==> config.mk <==
export PLATFORM = sky130hd
export DESIGN_NAME = chte_control
export DESIGN_NICKNAME = d
export VERILOG_FILES = /design/src/chte_pkg.sv /design/src/chte_control.sv
export SDC_FILE = /design/constraint.sdc
export NUM_CORES = 1
export LEC_CHECK = 0
export BUFFER_PORTS_ARGS = -buffer_cell sky130_fd_sc_hd__buf_2
export CORE_UTILIZATION = 30
export DETAILED_ROUTE_END_ITERATION = 7
export PLACE_DENSITY = 0.51
export SLEW_MARGIN = 25
export SYNTH_ARGS = -nofsm -noshare
export SYNTH_HDL_FRONTEND = slang
export SYNTH_SLANG_ARGS = --single-unit
export TNS_END_PERCENT = 30
==> constraint.sdc <==
create_clock -name clock -period 5.7 [get_ports clock]
set_input_delay 0.57 -clock clock [delete_from_list [all_inputs] [get_ports clock]]
set_output_delay 0.57 -clock clock [all_outputs]
set_load 0.03 [all_outputs]
==> src/chte_pkg.sv <==
package chte_pkg;

   localparam logic [1:0] CMD_INSERT = 2'd0;
   localparam logic [1:0] CMD_LOOKUP = 2'd1;
   localparam logic [1:0] CMD_REMOVE = 2'd2;

   localparam logic [1:0] ST_OK      = 2'd0;
   localparam logic [1:0] ST_MISSING = 2'd1;
   localparam logic [1:0] ST_FULL    = 2'd2;

   localparam logic [31:0] MIX_MUL_A = 32'h7feb352d;
   localparam logic [31:0] MIX_MUL_B = 32'h846ca68b;

   typedef struct packed {
      logic [1:0]  cmd;
      logic [31:0] key;
      logic [31:0] handle_in;
   } req_item_type;

   typedef struct packed {
      logic [1:0]  status;
      logic [31:0] handle_out;
   } rsp_item_type;

   typedef struct packed {
      logic       latch;
      logic [2:0] mix_step;
      logic       mix_en;
      logic       bucket_rd;
      logic       walk_start;
      logic       walk_step;
      logic       do_insert;
      logic       do_unlink;
      logic       rsp_load;
      logic [1:0] rsp_status;
      logic       rsp_hit;
   } dp_cmd_type;

   typedef struct packed {
      logic [1:0] cmd;
      logic       bucket_nonempty;
      logic       pool_empty;
      logic       match;
      logic       at_end;
      logic       step_limit;
      logic       rsp_busy;
      logic       init_busy;
      logic       reduce;
   } dp_status_type;

endpackage

==> src/chte_control.sv <==
module chte_control
   import chte_pkg::*;
(
   input  logic          clock,
   input  logic          reset,
   input  logic          req_valid,
   output logic          req_ready,
   input  dp_status_type sts,
   output dp_cmd_type    ctl
);

   typedef enum logic [7:0] {
      S_IDLE  = 8'b0000_0001,
      S_MIX   = 8'b0000_0010,
      S_BUCK  = 8'b0000_0100,
      S_DISP  = 8'b0000_1000,
      S_READ  = 8'b0001_0000,
      S_CHECK = 8'b0010_0000,
      S_DONE  = 8'b0100_0000,
      S_WAIT  = 8'b1000_0000
   } state_type;

   state_type state_ff, state_in;
   logic [2:0] step_ff, step_in;

   assign req_ready = (state_ff == S_IDLE) && !sts.init_busy;

   always_comb begin
      state_in = state_ff;
      step_in  = step_ff;
      ctl      = '0;
      ctl.mix_step = 3'd7;
      unique case (state_ff)
         S_IDLE: begin
            if (req_valid && !sts.init_busy) begin
               ctl.latch = 1'b1;
               step_in   = 3'd0;
               state_in  = S_MIX;
            end
         end
         S_MIX: begin
            ctl.mix_en   = 1'b1;
            ctl.mix_step = step_ff;
            step_in      = step_ff + 3'd1;
            if ((step_ff == 3'd4 && !sts.reduce) || step_ff == 3'd6) begin
               state_in = S_BUCK;
            end
         end
         S_BUCK: begin
            ctl.bucket_rd = 1'b1;
            state_in      = S_DISP;
         end
         S_DISP: begin
            if (sts.rsp_busy) begin
               state_in = S_DISP;
            end else if (sts.cmd == CMD_INSERT) begin
               ctl.rsp_load   = 1'b1;
               ctl.rsp_status = sts.pool_empty ? ST_FULL : ST_OK;
               ctl.do_insert  = !sts.pool_empty;
               state_in       = S_IDLE;
            end else if ((sts.cmd == CMD_LOOKUP || sts.cmd == CMD_REMOVE)
                         && sts.bucket_nonempty) begin
               ctl.walk_start = 1'b1;
               state_in       = S_CHECK;
            end else begin
               ctl.rsp_load   = 1'b1;
               ctl.rsp_status = ST_MISSING;
               state_in       = S_IDLE;
            end
         end
         S_READ: begin
            ctl.walk_step = 1'b1;
            state_in      = S_CHECK;
         end
         S_CHECK: begin
            if (sts.match) begin
               state_in = S_DONE;
            end else if (sts.at_end || sts.step_limit) begin
               ctl.rsp_load   = 1'b1;
               ctl.rsp_status = ST_MISSING;
               state_in       = S_IDLE;
            end else begin
               state_in = S_READ;
            end
         end
         S_DONE: begin
            ctl.rsp_load   = 1'b1;
            ctl.rsp_status = ST_OK;
            ctl.rsp_hit    = 1'b1;
            ctl.do_unlink  = (sts.cmd == CMD_REMOVE);
            state_in       = S_WAIT;
         end
         S_WAIT: begin
            state_in = S_IDLE;
         end
         default: begin
            state_in = S_IDLE;
         end
      endcase
   end

   always_ff @(posedge clock) begin
      if (reset) begin
         state_ff <= S_IDLE;
         step_ff  <= '0;
      end else begin
         state_ff <= state_in;
         step_ff  <= step_in;
      end
   end

endmodule

==> impl_metrics.env, run 1 <==
export IMPL_num_vias=745
export IMPL_critPathRequiredTime_ps=5130
export IMPL_cts_buffers=3
export IMPL_yosysSeqAreaShare_pct=29.9
export IMPL_synthMuxAreaShare_pct=0
export IMPL_layout_common_cells="buf_2 (27), dfxtp_1 (11), nor2_1 (10), inv_1 (8)"
export IMPL_die_w_um=51.5
export IMPL_rr_startpoint="state_ff[6]"
export IMPL_post_cts_buffers=0
export IMPL_max_cap_violations=0
export IMPL_antenna_found_initial=0
export IMPL_dr_first_iter_drc_count=18
export IMPL_cts_tree="built"
export IMPL_hold_class="in2reg"
export IMPL_peakVddDrop_mv=0.105
export IMPL_hpwl_um=1350
export IMPL_viasPerCell=4.93
export IMPL_clock_sinks=11
export IMPL_io_buffers=27
export IMPL_reg2reg_slack_ps=3790
export IMPL_grt_max_degree=13
export IMPL_grt_pass1_vias=670
export IMPL_fin_crit_sh_pct=48.5
export IMPL_p_int_uw=116
export IMPL_clk_latency_ps=270
export IMPL_gp_congestion=0.704
export IMPL_core_um2=2250
export IMPL_status="complete, no violations"
export IMPL_synth_adder_area_share_pct=8.50
export IMPL_netSwitchingPower_uw=43.5
export IMPL_hold_end="state_ff[4]"
export IMPL_clockRootBuffer="clkbuf_4"
export IMPL_cts_max_level=1
export IMPL_routed_wl_um=1710
export IMPL_fin_crit_ps=2760
export IMPL_cts_repair_resized=0
export IMPL_final_nets=142
export IMPL_r2r_end="step_ff[2]"
export IMPL_regArea_um2=220
export IMPL_nFillCells=246
export IMPL_start_kind="flip-flop"
export IMPL_synth_top_family_by_area="simple AND/OR/NAND/NOR gates"
export IMPL_fmax_mhz=362
export IMPL_clock_path_buffers=2
export IMPL_grt_setup_unrepaired="false"
export IMPL_num_io_pins=28
export IMPL_yosys_area_share_simple_pct=38.9
export IMPL_leakagePower_nw=0.455
export IMPL_grt_pass1_wl_um=2810
export IMPL_grt_overflow_total=0
export IMPL_drive_gt1_share_pct=29.3
export IMPL_synth_xor_xnor_area_share_pct=2.38
export IMPL_cp_max_fo=9
export IMPL_worst_pin_slew_ps=537
export IMPL_power_switching_share_pct=27.3
export IMPL_finalSetupTns_ps=0
export IMPL_critical_path_class="reg2out"
export IMPL_power_frac_clock_pct=33.8
export IMPL_die_area_um2=2650
export IMPL_ys_warn_count=0
export IMPL_clock_skew_ps=5.05
export IMPL_synth_compound_area_share_pct=15.0
export IMPL_slew_violations=0
export IMPL_maxSlewHeadroom_pct=63.9
export IMPL_synth_seq_cells=11
export IMPL_p_seq_share_pct=49.8
export IMPL_syn_mean_instance_area_um2=7.83
export IMPL_hold_viol_final=0
export IMPL_area_growth_pct=25.5
export IMPL_post_place_ws_ps=3090
export IMPL_synth_nets=112
export IMPL_wl_per_cell_um=11.3
export IMPL_powerDensity_nw_per_um2=173
export IMPL_die_y_um=51.5
export IMPL_combPwrFrac_pct=16.4
export IMPL_syn_area_um2=736
export IMPL_multiInputGateArea_um2=477
export IMPL_rows=17
export IMPL_ant_nets=0
export IMPL_crit_arrival_ps=2190
export IMPL_yosysUniqueCellTypes=36
export IMPL_reg2reg_depth=4
export IMPL_hold_depth=2
export IMPL_drt_drc_violations_left=0
export IMPL_syn_inst=94
export IMPL_fin_ws_ps=2940
export IMPL_ctsHoldBuffers=0
export IMPL_drt_pass1_iter_count=4
export IMPL_setup_violations_final=0
export IMPL_final_common_cell="buf_2"
export IMPL_clkTransAtPathRegs_ps=70
export IMPL_grt_usage_pct=14.4
export IMPL_n_antenna_cell=0
export IMPL_crit_path_end_kind="output pin"
export IMPL_start_util_pct=32.6
export IMPL_min_from="sts[3]"
-- critical path, stage by stage (launching register included) --
cell,delay [ps]
dfxtp_1,350
or4_4,590
or3_1,500
or2_2,310
buf_2,180
-- power groups by stage --
stage	Clock [mW]	Sequential, mW	Combinational (mW)
after global placement	0	0.0813	0.0261
after global routing	0.0604	0.0797	0.0293
after floorplan	0	0.0808	0.0172
after CTS	0.0561	0.0794	0.0263
after detailed placement	0	0.0812	0.0263
final	0.0540	0.0794	0.0261
-- registers in the layout, summed over array words and instances (netlist names) --
| register | cells |
|---|---|
| state_ff | 8 |
| step_ff | 3 |
-- synthesized netlist by cell type, drive strengths merged --
cell type | count | share of area (%)
a211o | 1 | 1.2
a211oi | 1 | 1.0
a21o | 1 | 1.0
a21oi | 5 | 3.4
a22o | 1 | 1.2
a31oi | 1 | 0.85
and2 | 1 | 0.85
and3 | 1 | 0.85
buf | 1 | 0.68
clkbuf | 1 | 0.51
dfxtp | 11 | 30
ha | 5 | 8.5
inv | 8 | 4.1
nand2 | 5 | 2.6
nand2b | 5 | 4.3
nand3 | 2 | 1.4
nand3b | 2 | 2.0
nor2 | 10 | 5.1
nor2b | 2 | 1.7
nor3 | 3 | 2.0
nor3b | 1 | 1.0
nor4 | 3 | 2.6
nor4b | 2 | 2.4
o211ai | 1 | 1.0
o21ai | 4 | 2.7
o21ba | 1 | 1.4
o2bb2ai | 1 | 1.2
or2 | 2 | 1.7
or2b | 1 | 1.0
or3 | 4 | 3.4
or3b | 1 | 1.2
or4 | 3 | 3.6
or4b | 1 | 1.4
xnor2 | 1 | 1.2
xor2 | 1 | 1.2
-- logic make-up (layout without fill, tap and decap cells) --
group | count (synthesis) | in the layout
compound gates | 17 | 17
xor+xnor | 2 | 2
fa+ha+maj | 5 | 5
buf+inv | 10 | 39
flops | 11 | 11
simple gates | 49 | 49
-- layer usage --
| metal | GRT usage [%] | part of all wire, % | up-vias |
|---|---|---|---|
| met3 | 2.63 | 4.2 | 2 |
| li1 | - | - | 394 |
| met4 | 8.11 | 0.82 | 0 |
| met5 | 0 | 0 | - |
| met2 | 24.0 | 47 | 18 |
| met1 | 17.3 | 48 | 331 |
-- per-stage QoR --
| step | utilization (%) | total power, mW | area [um^2] | cells | hold slack (ps) |
|---|---|---|---|---|---|
| finish | 41.0 | 0.160 | 923 | 151 | 481 |
| global placement | 39.8 | 0.107 | 897 | 147 | 494 |
| CTS | 41.0 | 0.162 | 923 | 151 | 470 |
| global route | 41.0 | 0.169 | 923 | 151 | 466 |
| detailed placement | 39.8 | 0.107 | 897 | 147 | 496 |
| floorplan | - | 0.0980 | 736 | 94 | 465 |
-- how the worst max path moves through the flow --
stage	slack [ps]	start	cells after the start	end
6_report	2940	state_ff[6]	4	ctl[12]
4_1_cts	2920	state_ff[6]	4	ctl[12]
3_3_place_gp	3160	sts[2]	6	ctl[3]
2_1_floorplan	3130	state_ff[6]	3	ctl[6]
3_5_place_dp	3090	sts[2]	6	ctl[3]
5_1_grt	2690	state_ff[0]	5	ctl[3]
-- final cells by class --
class	instances	area share (%)
timing repair buffer	27	14.6
clock buffer	4	2.85
inverter	8	3.25
sequential	11	23.8
multi-input combinational	73	51.6
tap	28	3.79
(Power assumes the default switching activity.)
==> inputs of run 2 (changes only) <==
ABC_AREA = 1   (was unset)
CORE_ASPECT_RATIO = 2   (was unset)
PLACE_DENSITY = 0.5   (was 0.51)
clock period = 2.9 ns   (was 5.7 ns; I/O delays follow)
==> run 2 against run 1 <==
Against the previous run:
- clock skew is 4.6 ps lower
- hold slack lost 230 ps
- area after synthesis up 12%
- die area grew 12%
- total power rose to 3.0 times the previous value
- register-to-register slack got worse by 2300 ps
- largest cell class unchanged
==> impl_metrics.env, run 2 <==
export IMPL_drive_gt1_share_pct=28.3
export IMPL_grt_pass1_vias=826
export IMPL_gp_congestion=0.757
export IMPL_synth_xor_xnor_area_share_pct=1.06
export IMPL_viasPerCell=4.57
export IMPL_cpPeakStageDelay_ps=310
export IMPL_hold_viol_final=0
export IMPL_post_cts_buffers=0
export IMPL_whs_ps=246
export IMPL_syn_mean_instance_area_um2=6.38
export IMPL_maxSlewHeadroom_pct=78.8
export IMPL_synth_main_ff_cell="dfxtp_1"
export IMPL_reg2reg_depth=9
export IMPL_syn_area_um2=823
export IMPL_grt_max_degree=12
export IMPL_path_buf_inv=2
export IMPL_clockRootBuffer="clkbuf_8"
export IMPL_drt_drc_violations_left=0
export IMPL_finalSetupTns_ps=0
export IMPL_ys_warn_count=0
export IMPL_netlist_top_cell_by_area="dfxtp_1"
export IMPL_synth_async_reset_ratio_pct=0
export IMPL_grt_setup_unrepaired="false"
export IMPL_area_growth_pct=25.7
export IMPL_final_nets=178
export IMPL_synth_area_leaders="dfxtp_1 (27%), nand2_1 (13%), inv_1 (11%), nor2_1 (9.1%), ha_1 (7.6%)"
export IMPL_start_util_pct=32.0
export IMPL_synth_top_family_by_area="simple AND/OR/NAND/NOR gates"
export IMPL_cts_repair_resized=0
export IMPL_crit_top_cell="nand2_1"
export IMPL_largest_reg_flops=8
export IMPL_num_io_pins=28
export IMPL_fin_crit_ps=1850
export IMPL_crit_arrival_ps=1560
export IMPL_place_area_um2=990
export IMPL_dr_first_iter_drc_count=12
export IMPL_setup_violations_final=0
export IMPL_rr_startpoint="step_ff[1]"
export IMPL_grt_overflow_total=0
export IMPL_clock_sinks=11
export IMPL_routed_wl_um=1960
export IMPL_synth_seq_cells=11
export IMPL_max_cap_violations=0
export IMPL_powerDensity_nw_per_um2=464
export IMPL_synthMuxAreaShare_pct=0
export IMPL_yosysUniqueCellTypes=23
export IMPL_stdcell_area_um2=1030
export IMPL_crit_path_end_kind="output pin"
export IMPL_synthTopCellsByCount="nand2_1 (28), inv_1 (25), nor2_1 (20), dfxtp_1 (11), nand3_1 (10)"
export IMPL_final_common_cell="nand2_1"
export IMPL_rows=26
export IMPL_fin_crit_sh_pct=63.9
export IMPL_hold_depth=2
export IMPL_critPathRequiredTime_ps=2610
export IMPL_status="complete, no violations"
export IMPL_num_vias=854
export IMPL_clkTransAtPathRegs_ps=50
export IMPL_die_w_um=39.0
export IMPL_clock_skew_ps=0.445
export IMPL_cp_max_fo=6
export IMPL_start_kind="flip-flop"
export IMPL_synth_edff_count=0
export IMPL_min_from="sts[5]"
export IMPL_worstPathCellList="inv_1 > nand2_1 > nor2_1 > nand2_1 > o31ai_1 > buf_2"
export IMPL_ant_nets=0
export IMPL_critPathSlowestCell="dfxtp_1"
export IMPL_hpwl_um=1650
export IMPL_cts_max_level=1
export IMPL_top_regs="state_ff: 8 flops, step_ff: 3 flops"
export IMPL_peakVddDrop_mv=0.300
export IMPL_critPathTopFamily="simple AND/OR/NAND/NOR gates"
export IMPL_drt_pass1_iter_count=4
export IMPL_synth_top_cell_area_share_pct=26.7
export IMPL_die_y_um=76.1
export IMPL_cts_buffers=3
export IMPL_critical_path_class="reg2out"
export IMPL_hold_class="in2reg"
export IMPL_regMostFlops="state_ff"
export IMPL_slew_violations=0
export IMPL_yosysMostFrequentCell="nand2_1"
export IMPL_worst_pin_slew_ps=315
export IMPL_grt_pass1_wl_um=3250
export IMPL_die_area_um2=2970
export IMPL_yosysSeqAreaShare_pct=26.7
export IMPL_layout_common_cells="nand2_1 (28), buf_2 (27), inv_1 (25), nor2_1 (20), dfxtp_1 (11)"
export IMPL_synth_adder_area_share_pct=7.60
export IMPL_syn_inst=129
export IMPL_clock_path_buffers=2
export IMPL_leakagePower_nw=0.580
export IMPL_nFillCells=277
export IMPL_n_antenna_cell=0
export IMPL_hold_end="state_ff[4]"
export IMPL_r2r_end="state_ff[5]"
export IMPL_core_um2=2570
export IMPL_synth_compound_area_share_pct=6.69
export IMPL_fmax_mhz=540
export IMPL_yosys_area_share_simple_pct=44.1
export IMPL_clk_latency_ps=240
export IMPL_antenna_found_initial=0
export IMPL_io_buffers=27
export IMPL_ctsHoldBuffers=0
export IMPL_grt_usage_pct=15.2
export IMPL_reg2reg_slack_ps=1540
export IMPL_wl_per_cell_um=10.5
export IMPL_synth_nets=147
export IMPL_cts_tree="built"
-- run 2: cell types whose count changed after synthesis, moves of 5 or more --
cell	delta
nand2_1	+23
inv_1	+17
nor2_1	+10
nand3_1	+8
nand2b_1	-5
-- run 2: area by class of cell --
class                           instances  area [um^2]  area share (%)
Clock buffer                            4         45.0            4.35
Sequential cell                        11          220            21.3
Inverter                               28          110            10.6
Multi-Input combinational cell         89          489            47.3
Timing Repair Buffer                   27          135            13.1
Tap cell                               28         35.0            3.39
-- run 2: worst max-delay path by stage --
stage | start | endpoint | slack [ps] | depth (start not counted)
6_report | state_ff[0] | ctl[1] | 1050 | 6
3_3_place_gp | sts[8] | ctl[3] | 1280 | 11
4_1_cts | state_ff[3] | ctl[1] | 1030 | 8
2_1_floorplan | state_ff[5] | ctl[5] | 970 | 5
5_1_grt | state_ff[0] | ctl[3] | 900 | 10
3_5_place_dp | sts[8] | ctl[3] | 1230 | 11
-- run 2: routing by layer --
metal  wire length (um)  track usage (%)
met1                740             14.4
met2               1090             28.0
met3                 86             2.62
met4                 45             7.24
met5                  0                0
-- run 2: kinds of logic after synthesis --
kind of cell / Yosys count
AOI/OAI and AO/OA: 9
xor gates and xnor gates: 1
adders and majority gates: 5
buffers and inverters: 29
DFF: 11
and+or+nand+nor: 74
-- run 2: through the flow --
step | cells | util [%] | total power, mW | setup WS, ps
final | 187 | 40.3 | 0.480 | 1050
after floorplan | 129 | - | 0.288 | 967
after global placement | 183 | 38.5 | 0.326 | 1280
after global routing | 187 | 40.3 | 0.514 | 898
after CTS | 187 | 40.3 | 0.485 | 1030
after detailed placement | 183 | 38.5 | 0.328 | 1230
-- run 2: power by group --
group	switching (mW)	internal, mW	total [mW]
sequential	0.00512	0.161	0.166
clock	0.0601	0.0967	0.157
combinational	0.103	0.0535	0.157
total	0.169	0.311	0.480
==> inputs of run 3 (changes only) <==
ABC_AREA = 0   (was 1)
CORE_ASPECT_RATIO = unset   (was 2)
PLACE_DENSITY = 0.51   (was 0.5)
clock period = 1.8 ns   (was 2.9 ns; I/O delays follow)
==> run 3 against run 2 <==
Against the previous run:
- the run now ends with negative setup slack left
- routed wire length rose by 2.9%
- clock power grew 12%
- setup slack worse by 1400 ps
- via count shrank 0.94%
- global-route usage rose by 0.79 points
- critical path type unchanged
==> impl_metrics.env, run 3 (synthesis gave the netlist of run 1 again) <==
export IMPL_status="finished, violations left"
export IMPL_violations="negative setup slack"
export IMPL_cts_buffers=3
export IMPL_drt_pass1_iter_count=4
export IMPL_reg2reg_depth=6
export IMPL_ctsHoldBuffers=0
export IMPL_area_growth_pct=83.0
export IMPL_max_cap_violations=0
export IMPL_worst_pin_slew_ps=396
export IMPL_clkTransAtPathRegs_ps=70
export IMPL_setup_violations_final=21
export IMPL_grt_setup_unrepaired="true"
export IMPL_die_y_um=51.5
export IMPL_hpwl_um=1490
export IMPL_rr_startpoint="state_ff[6]"
export IMPL_cp_max_fo=4
export IMPL_place_area_um2=1090
export IMPL_hold_viol_final=0
export IMPL_cp_endpoint="ctl[6]"
export IMPL_nFillCells=215
export IMPL_clock_skew_ps=0.693
export IMPL_layout_common_cells="buf_4 (22), buf_6 (17), buf_2 (13), dfxtp_1 (9), nor2_1 (6)"
export IMPL_startpoint="state_ff[6]"
export IMPL_grt_max_degree=13
export IMPL_grt_overflow_total=0
export IMPL_leakagePower_nw=0.624
export IMPL_drive_gt1_share_pct=59.5
export IMPL_grt_usage_pct=16.0
export IMPL_fmax_mhz=458
export IMPL_routed_wl_um=2020
export IMPL_hold_class="in2reg"
export IMPL_crit_path_end_kind="output pin"
export IMPL_powerDensity_nw_per_um2=414
export IMPL_start_util_pct=32.6
export IMPL_top_regs="state_ff: 8 flops, step_ff: 3 flops"
export IMPL_clock_path_buffers=2
export IMPL_cts_tree="built"
export IMPL_crit_arrival_ps=2000
export IMPL_dr_first_iter_drc_count=9
export IMPL_multiInputGateArea_um2=607
export IMPL_reg2reg_slack_ps=-190
export IMPL_final_nets=167
export IMPL_wl_per_cell_um=11.5
export IMPL_num_vias=846
export IMPL_slew_violations=0
export IMPL_gp_congestion=0.806
export IMPL_die_area_um2=2650
export IMPL_drt_drc_violations_left=0
export IMPL_num_io_pins=28
export IMPL_regMostFlops="state_ff"
export IMPL_regArea_um2=223
export IMPL_grt_pass1_wl_um=3150
export IMPL_maxSlewHeadroom_pct=73.3
export IMPL_rows=17
export IMPL_clockRootBuffer="clkbuf_4"
export IMPL_clock_sinks=11
export IMPL_final_util_pct=59.7
export IMPL_peakVddDrop_mv=0.348
export IMPL_ant_nets=0
export IMPL_n_antenna_cell=0
export IMPL_grt_pass1_vias=802
export IMPL_final_common_cell="buf_4"
export IMPL_antenna_found_initial=0
export IMPL_fin_crit_ps=2180
export IMPL_critical_path_class="reg2out"
export IMPL_largest_reg_flops=8
export IMPL_cts_max_level=1
export IMPL_fin_ws_ps=-384
export IMPL_viasPerCell=4.81
export IMPL_core_um2=2250
export IMPL_io_buffers=27
export IMPL_die_w_um=51.5
export IMPL_clk_latency_ps=270
export IMPL_fin_crit_sh_pct=121
export IMPL_critPathRequiredTime_ps=1620
export IMPL_whs_ps=77.2
export IMPL_stdcell_area_um2=1350
export IMPL_start_kind="flip-flop"
export IMPL_r2r_end="step_ff[2]"
==> run 3: cell types whose count changed in the layout (fill, tap and decap cells not counted), moves of 9 or more <==
cell | previous run | this run
inv_1 | 25 | 5
buf_2 | 27 | 13
buf_4 | 0 | 22
nand3_1 | 10 | 1
nand2_1 | 28 | 4
buf_6 | 0 | 17
nor2_1 | 20 | 6
==> run 3: routing by layer <==
metal,wire [um],track usage [%]
met1,919,18.2
met2,1000,29.0
met3,57,1.75
met4,35,8.11
met5,0,0
==> run 3: report_power, final <==
group / switching [mW] / internal, mW / leakage [nW]
Sequential: 0.00263 / 0.248 / 0.0890
Combinational: 0.0663 / 0.0644 / 0.520
Clock: 0.0898 / 0.0860 / 0.0150
==> run 3: what timing repair did <==
action                                  CTS  global route
resized for setup                        43            12
endpoints found under the setup margin   19            22
setup buffers                             4             1
pin swaps                                 8             7
==> run 3: stage by stage <==
stage / setup TNS, ps / instances / worst slack (ps) / total power, mW
4_1_cts: -4390 / 175 / -402 / 0.552
2_1_floorplan: -528 / 94 / -75.9 / 0.315
6_report: -4320 / 176 / -384 / 0.557
3_5_place_dp: -1000 / 167 / -169 / 0.359
3_3_place_gp: -850 / 167 / -136 / 0.358
5_1_grt: -5640 / 176 / -444 / 0.584
==> run 3: worst min-delay path by stage <==
stage                 from          end  slack (ps)  cells past startpoint
finish              sts[3]  state_ff[4]          80                      2
global placement    sts[3]  state_ff[4]         360                      2
detailed placement  sts[3]  state_ff[4]         360                      2
global route        sts[4]  state_ff[4]          70                      2
CTS                 sts[3]  state_ff[4]          80                      2
floorplan           sts[3]  state_ff[4]         260                      1
==> run 3: worst max-delay path, stage by stage (launching register included) <==
cell and delay [ps]:
dfxtp_1 310, or4_4 560, buf_6 140, or3_4 340, nor3b_4 210, buf_6 160
==> run 3: cell type report <==
cell class	instances	area share [%]
tap	28	2.60
inverter	8	2.51
sequential	11	16.5
clock buffer	4	1.95
multi-input combinational	73	45.1
timing repair buffer	52	31.3
